==> src/rtl/fvn_pkg.sv <==
`timescale 1ns / 1ps
package fvn_pkg;

  localparam int MAX_OCTAVES_DEF = 8;
  localparam int FRAC_BITS_DEF   = 16;

  // corner hash constants
  localparam logic [31:0] HASH_PX  = 32'd374761393;
  localparam logic [31:0] HASH_PY  = 32'd668265263;
  localparam logic [31:0] HASH_PS  = 32'd2246822519;
  localparam logic [31:0] HASH_MIX = 32'd1274126177;

  // output scaling: Q.23 sum times 2^32 reciprocal, down to Q1.16
  localparam int          RECIP_BITS  = 32;
  localparam int          RECIP_SHIFT = RECIP_BITS + 23 - 16;
  localparam logic [17:0] OUT_LIMIT   = 18'd65536;

  // configuration register indexes
  localparam logic [1:0] CFG_FREQUENCY    = 2'd0;
  localparam logic [1:0] CFG_OCTAVE_COUNT = 2'd1;
  localparam logic [1:0] CFG_SEED         = 2'd2;

endpackage

==> src/rtl/fvn_norm.sv <==
`timescale 1ns / 1ps
// Scale the weighted sum by the reciprocal of the total weight: 3 stages,
// the magnitude product split in two halves.
module fvn_norm #(
  parameter int MAX_OCTAVES = fvn_pkg::MAX_OCTAVES_DEF,
  localparam int NW = $clog2(MAX_OCTAVES + 1),
  localparam int SW = 24 + MAX_OCTAVES
) (
  input  logic                 clk,
  input  logic                 rst,
  input  logic                 en,
  input  logic                 v_in,
  input  logic signed [SW-1:0] sum_in,
  input  logic [NW-1:0]        n_sat,
  input  logic                 freq_zero,
  output logic                 v_out,
  output logic signed [17:0]   nv_out
);

  localparam int MW = 23 + MAX_OCTAVES;
  localparam int RW = 34 - MAX_OCTAVES;
  localparam int PW = MW + RW;

  logic [RW-1:0] rtab [MAX_OCTAVES+1];

  assign rtab[0] = '0;
  for (genvar i = 1; i <= MAX_OCTAVES; i++) begin : g_recip
    localparam longint unsigned WT = (64'd1 << MAX_OCTAVES) - (64'd1 << (MAX_OCTAVES - i));
    localparam logic [RW-1:0] RV = RW'((64'd1 << fvn_pkg::RECIP_BITS) / WT);
    assign rtab[i] = RV;
  end

  logic [2:0] vld;

  always_ff @(posedge clk) begin
    if (rst) begin
      vld <= '0;
    end else if (en) begin
      vld <= {vld[1:0], v_in};
    end
  end

  assign v_out = vld[2];

  logic             n1_neg, n1_zero, n2_neg, n2_zero;
  logic [MW-1:0]    n1_mag;
  logic [RW-1:0]    n1_r;
  logic [RW+15:0]   n2_lo;
  logic [PW-17:0]   n2_hi;
  logic [PW-1:0]    prod;
  logic [17:0]      q, qc;

  assign prod = (PW'(n2_hi) << 16) + PW'(n2_lo);
  assign q    = prod[PW-1:fvn_pkg::RECIP_SHIFT];
  assign qc   = (q > fvn_pkg::OUT_LIMIT) ? fvn_pkg::OUT_LIMIT : q;

  always_ff @(posedge clk) begin
    if (en) begin
      n1_neg  <= sum_in[SW-1];
      n1_mag  <= MW'(sum_in[SW-1] ? -sum_in : sum_in);
      n1_r    <= rtab[n_sat];
      n1_zero <= freq_zero || (n_sat == '0);

      n2_lo   <= (RW+16)'(n1_mag[15:0]) * (RW+16)'(n1_r);
      n2_hi   <= (PW-16)'(n1_mag[MW-1:16]) * (PW-16)'(n1_r);
      n2_neg  <= n1_neg;
      n2_zero <= n1_zero;

      nv_out  <= n2_zero ? '0 : (n2_neg ? -$signed(qc) : $signed(qc));
    end
  end

endmodule

==> config.mk <==
export PLATFORM = sky130hd
export DESIGN_NAME = fvn_norm
export DESIGN_NICKNAME = d
export VERILOG_FILES = /design/src/rtl/fvn_pkg.sv /design/src/rtl/fvn_norm.sv
export SDC_FILE = /design/constraint.sdc
export NUM_CORES = 2
export LEC_CHECK = 0
export BUFFER_PORTS_ARGS = -buffer_cell sky130_fd_sc_hd__buf_4
export CAP_MARGIN = 20
export CORE_MARGIN = 2
export CORE_UTILIZATION = 46
export DETAILED_ROUTE_END_ITERATION = 16
export REMOVE_ABC_BUFFERS = 1
export SLEW_MARGIN = 40
export SYNTH_ARGS = -nofsm -noshare
export SYNTH_HDL_FRONTEND = slang
export SYNTH_SLANG_ARGS = --single-unit
==> constraint.sdc <==
create_clock -name clk -period 6.5 [get_ports clk]
set_input_delay 1.3 -clock clk [delete_from_list [all_inputs] [get_ports clk]]
set_output_delay 1.3 -clock clk [all_outputs]
set_load 0.03 [all_outputs]
-- Word level (Yosys, flattened, before mapping)
Memory sizes are Yosys's and may differ from the RTL's. A register that Yosys moved wholly into a read port is not among the register bits.
Cells that the tools add are included.
- flip-flop bits (word level): 139
- memory bits (read-only): 416
- bits of input ports: 41
- output and inout port bits: 19
- word-level logic and storage cells: 22
- memories kept: 1
- add/subtract/negate cells: 3
- multiply operators: 2
- order comparisons: 1
- mux-type cells: 3
- bitwise logic cells: 1
- reduce and logical (&&, ||, !) cells: 2
- memories (name ; depth ; width ; rd ports ; clocked after memory_dff ; write ports ; line ; text):
    (name not given) ; 16 ; 26 ; 1 ; 1 ; 0 ; fvn_norm.sv:61 ; n1_r <= rtab[n_sat];
- operator list (operator ; count):
    $add 57x42->57 ; 1
    $mul 16x26->42 ; 1
    $mul 15x26->41 ; 1
    $mux 18 ; 2
    $mux 31 ; 1
    $neg 31->31 ; 1
    $gt 18x17->1 const B ; 1
    $neg 18->18 ; 1
    $not 4->5 ; 1
    $logic_not 4->1 ; 1
    $logic_or 1x1->1 ; 1

-- Logic depth before layout (Yosys ltp)
- depth after elaboration: 5
- depth in mapped cells: 26
- gate-level depth less buffers: 25

-- Worst setup path before layout
OpenSTA, ideal clock, no wires.
- path kind: reg-to-reg
- start: register n1_mag[18]
- end: register n2_hi[37] (data pin)
- setup time: 0.272 ns
- arrival time: 6.075 ns
- required time: 6.228 ns
- path slack: 0.153 ns
- cell stages (with the launch flop): 23
- clock period less this slack: 6.347 ns
- cell sequence: edfxtp_1 clkbuf_1 nand2_1 inv_1 fa_1 fa_1 fa_1 inv_1 fa_1 fa_1 inv_1 fa_1 ha_1 o21ai_0 a21boi_0 nand3_1 o21ai_0 a21oi_1 o21ai_0 a21oi_1 o21ai_0 mux2i_1 o2111ai_1
- word-level cells in the longest chain between the ends: 1
- RTL lines (item ; line ; text):
    from (decl) ; fvn_norm.sv:46 ; logic [MW-1:0] n1_mag;
    from (signal assigned) ; fvn_norm.sv:60 ; n1_mag <= MW'(sum_in[SW-1] ? -sum_in : sum_in);
    $mul 15x26->41 ; fvn_norm.sv:65 ; n2_hi <= (PW-16)'(n1_mag[MW-1:16]) * (PW-16)'(n1_r);
    to (signal assigned) ; fvn_norm.sv:65 ;
    to (decl) ; fvn_norm.sv:49 ; logic [PW-17:0] n2_hi;
Every way passes these cells.
A chain may end at the register's enable or synchronous reset.

-- Final worst setup path
- start: register n1_r[16]
- end: register n2_lo[40] (data pin)
- word-level cells in the longest chain between the ends: 1
- RTL lines (item ; line ; text):
    from (decl) ; fvn_norm.sv:47 ; logic [RW-1:0] n1_r;
    $mul 16x26->42 ; fvn_norm.sv:64 ; n2_lo <= (RW+16)'(n1_mag[15:0]) * (RW+16)'(n1_r);
    to (signal assigned) ; fvn_norm.sv:64 ;
    to (decl) ; fvn_norm.sv:48 ; logic [RW+15:0] n2_lo;
Every way passes these cells.

==> qor.csv <==
metric,value,unit
status,finished clean,
Die W,253,um
CP peak stage delay,0.60,ns
CTS max path bufs,2,
Worst path depth,24,
"most common cell after layout, fill and taps aside",inv_1,
crit path DAT,6.58,ns
CTS tree,yes,
Worst Tran Pin Value,0.815,ns
Mapped Cells,3003,
critical-path cell list,buf_6 -> buf_12 -> and2_4 -> inv_2 -> fa_1 -> fa_1 -> inv_2 -> fa_1 -> inv_2 -> fa_1 -> inv_2 -> fa_1 -> fa_1 -> ha_4 -> a21oi_2 -> nor2_1 -> o21ai_1 -> a21oi_2 -> o31ai_4 -> a311oi_2 -> o211a_1 -> o21ai_4 -> a21oi_2 -> xor2_1,
gr usage total,0.262,
gpl congestion,0.941,
initial core utilization,0.464,
DRT Pass-1 Iters,6,
Syn Area/Cell,9.50,um2
Post-synth ARST share,0,
WL/cell,20.4,um
RSZ-0062 raised after global routing,true,
CTS clock-pin slew for the worst setup and hold paths,0.08,ns
die height,253,um
die area,0.0640,mm2
"Seq/Total Area, Yosys",0.145,
largest net degree at the start of global routing,53,
DP Area,0.0311,mm2
H-tree depth,4,
clk sinks,139,
final setup fails,0,
Final Skew,0.0157,ns
Synth warnings,0,
maxcap violations,0,
IO Count,60,
fin area,0.0325,mm2
port bufs,59,
vias in the first global route,22100,
share of cells above drive strength 1,0.124,
"CP delay by family, top",adder cells,
DRT antenna net count,0,
CTS root buffer,clkbuf_16,
WL final,81700,um
Initial DRC Count,1208,
Reg2Reg Depth,24,
nets,4086,
Post-DP HPWL,67900,um
post-route minimum period,6.36,ns
"Buf+Inv Stages, Crit Path",6,
CORE AREA,0.0615,mm2
Worst-Skew Late Latency,0.48,ns
ANT cells,0,
Netlist cell types,80,
first-pass GRT wire length,126000,um
Max Fclk,157,MHz
antenna violations before repair,3,
CP startpoint kind,flop,
P&R area growth vs syn,13.8,%
CP Capture Type,flop,
crit path max fanout,6,
RR Endpoint,n2_lo[40],
Hold Crit Depth,2,
crit path kind,reg2reg,
number of CTS-inserted buffers,17,
mapped cell area,0.0285,mm2
slowest CP cell,fa_1,
post-synthesis register bit count,139,
Final Max Slew Viols,0,
number of synthesized flops with an enable pin,136,
"most used cell, CP",fa_1,
Hold Startpoint,vld[1],
reg2reg start,n1_r[16],
Post-CTS Hold Fix Bufs,0,
# rows,91,
DR vias,21000,
number of remaining DRC errors,0,
final hold vios,0,
most frequent cells in the layout,"inv_1, fa_1, ha_1, and2_1, buf_4",
Fillers,5616,
GR Overflow Total,0,
mean number of vias per cell,5.24,
Hold Path End,vld[2],
Final period util,0.978,
reg2reg setup slack,0.14,ns
Hold Path Class,reg2reg,
CP required,6.72,ns
Post-synth top flop,edfxtp_1,
slew margin rel.,0.457,
[cell families after synthesis]
logic type / share of synthesized area
adders and majority gates: 0.493
and+or+nand+nor: 0.149
buffers and inverters: 0.105
AOI/OAI and AO/OA: 0.0727
DFF: 0.145
xor gates and xnor gates: 0.0313
muxes: 0.00364
[final cells by class]
cell class	count	area [um2]	area share
Timing Repair Buffer	263	2280	0.0702
Clock buffer	17	425	0.0131
Inverter	712	2670	0.0823
Tap cell	790	988	0.0304
Sequential cell	139	4140	0.128
Clock inverter	15	158	0.00486
Multi-Input combinational cell	2065	21800	0.671
[registers in the layout (all words and copies together) (netlist names)]
| register | count |
|---|---|
| n2_hi | 41 |
| n2_lo | 26 |
| n1_zero | 1 |
| n2_zero | 1 |
| n1_mag | 31 |
| nv_out | 18 |
| n2_neg | 1 |
| vld | 3 |
| n1_neg | 1 |
| n1_r | 16 |
[timing repair]
item,4_1_cts,5_1_grt
buffers inserted,4,32
resized for setup,15,88
pin swaps,2,83
setup endpoints to repair,15,25
cloned,0,4
[worst min-delay path: cells and delay by family (launching register included)]
kind | cells | cell delay (ns)
flip-flops | 1 | 0.33
AND/OR/NAND/NOR | 1 | 0.07
multiplexers | 1 | 0.07
[cell usage after synthesis, types with 8 or more instances]
library cell / instances / area share
o21bai_1: 9 / 0.0024
o31ai_1: 12 / 0.0032
nand4_1: 15 / 0.0033
clkbuf_1: 87 / 0.011
ha_1: 388 / 0.17
a21oi_1: 75 / 0.013
a21o_1: 38 / 0.010
nor3_1: 33 / 0.0058
edfxtp_1: 136 / 0.14
nor4_1: 8 / 0.0018
o211ai_1: 16 / 0.0042
nand3_1: 22 / 0.0039
or3_1: 9 / 0.0020
o21a_1: 16 / 0.0042
o21ai_1: 9 / 0.0016
nand2b_1: 15 / 0.0033
xnor2_1: 78 / 0.024
and2_1: 355 / 0.078
a31oi_1: 8 / 0.0018
xor2_1: 24 / 0.0074
or2_2: 9 / 0.0020
nand2_1: 219 / 0.029
and3_1: 9 / 0.0020
nor2_1: 84 / 0.011
inv_1: 712 / 0.094
o41ai_1: 8 / 0.0025
fa_1: 459 / 0.32
o21ai_0: 47 / 0.0082
[metrics by stage]
step / hold WS (ns) / instances / util / worst slack, ns / setup TNS (ns)
global route: 0.542 / 4001 / 0.528 / -0.0529 / -0.260
CTS: 0.507 / 3967 / 0.517 / 0.00774 / 0
finish: 0.504 / 4001 / 0.528 / 0.142 / 0
floorplan: 0.400 / 2916 / - / 0.0256 / 0
detailed placement: 0.495 / 3931 / 0.506 / -0.497 / -3.37
global placement: 0.475 / 3931 / 0.506 / -0.343 / -1.76
[worst max-delay path by stage]
| stage | from | endpoint | slack [ns] |
|---|---|---|---|
| detailed placement | n1_r[16] | n2_hi[38] | -0.50 |
| global placement | n1_r[16] | n2_hi[38] | -0.34 |
| CTS | n1_mag[6] | n2_lo[40] | 0.008 |
| finish | n1_r[16] | n2_lo[40] | 0.14 |
| floorplan | n1_r[16] | n2_hi[37] | 0.03 |
| global route | n1_r[16] | n2_lo[40] | -0.05 |
[metal layers]
| metal | track usage | vias up | part of all wire |
|---|---|---|---|
| met5 | 0 | - | 0.00033 |
| met4 | 0.0712 | 4 | 0.023 |
| met3 | 0.0770 | 115 | 0.087 |
| met2 | 0.398 | 660 | 0.43 |
| met1 | 0.365 | 10400 | 0.46 |
| li1 | - | 9811 | - |
Power is left out: the tool's default activity adds up to more than one toggle a clock period on the data nets, which glitch-free logic cannot reach.
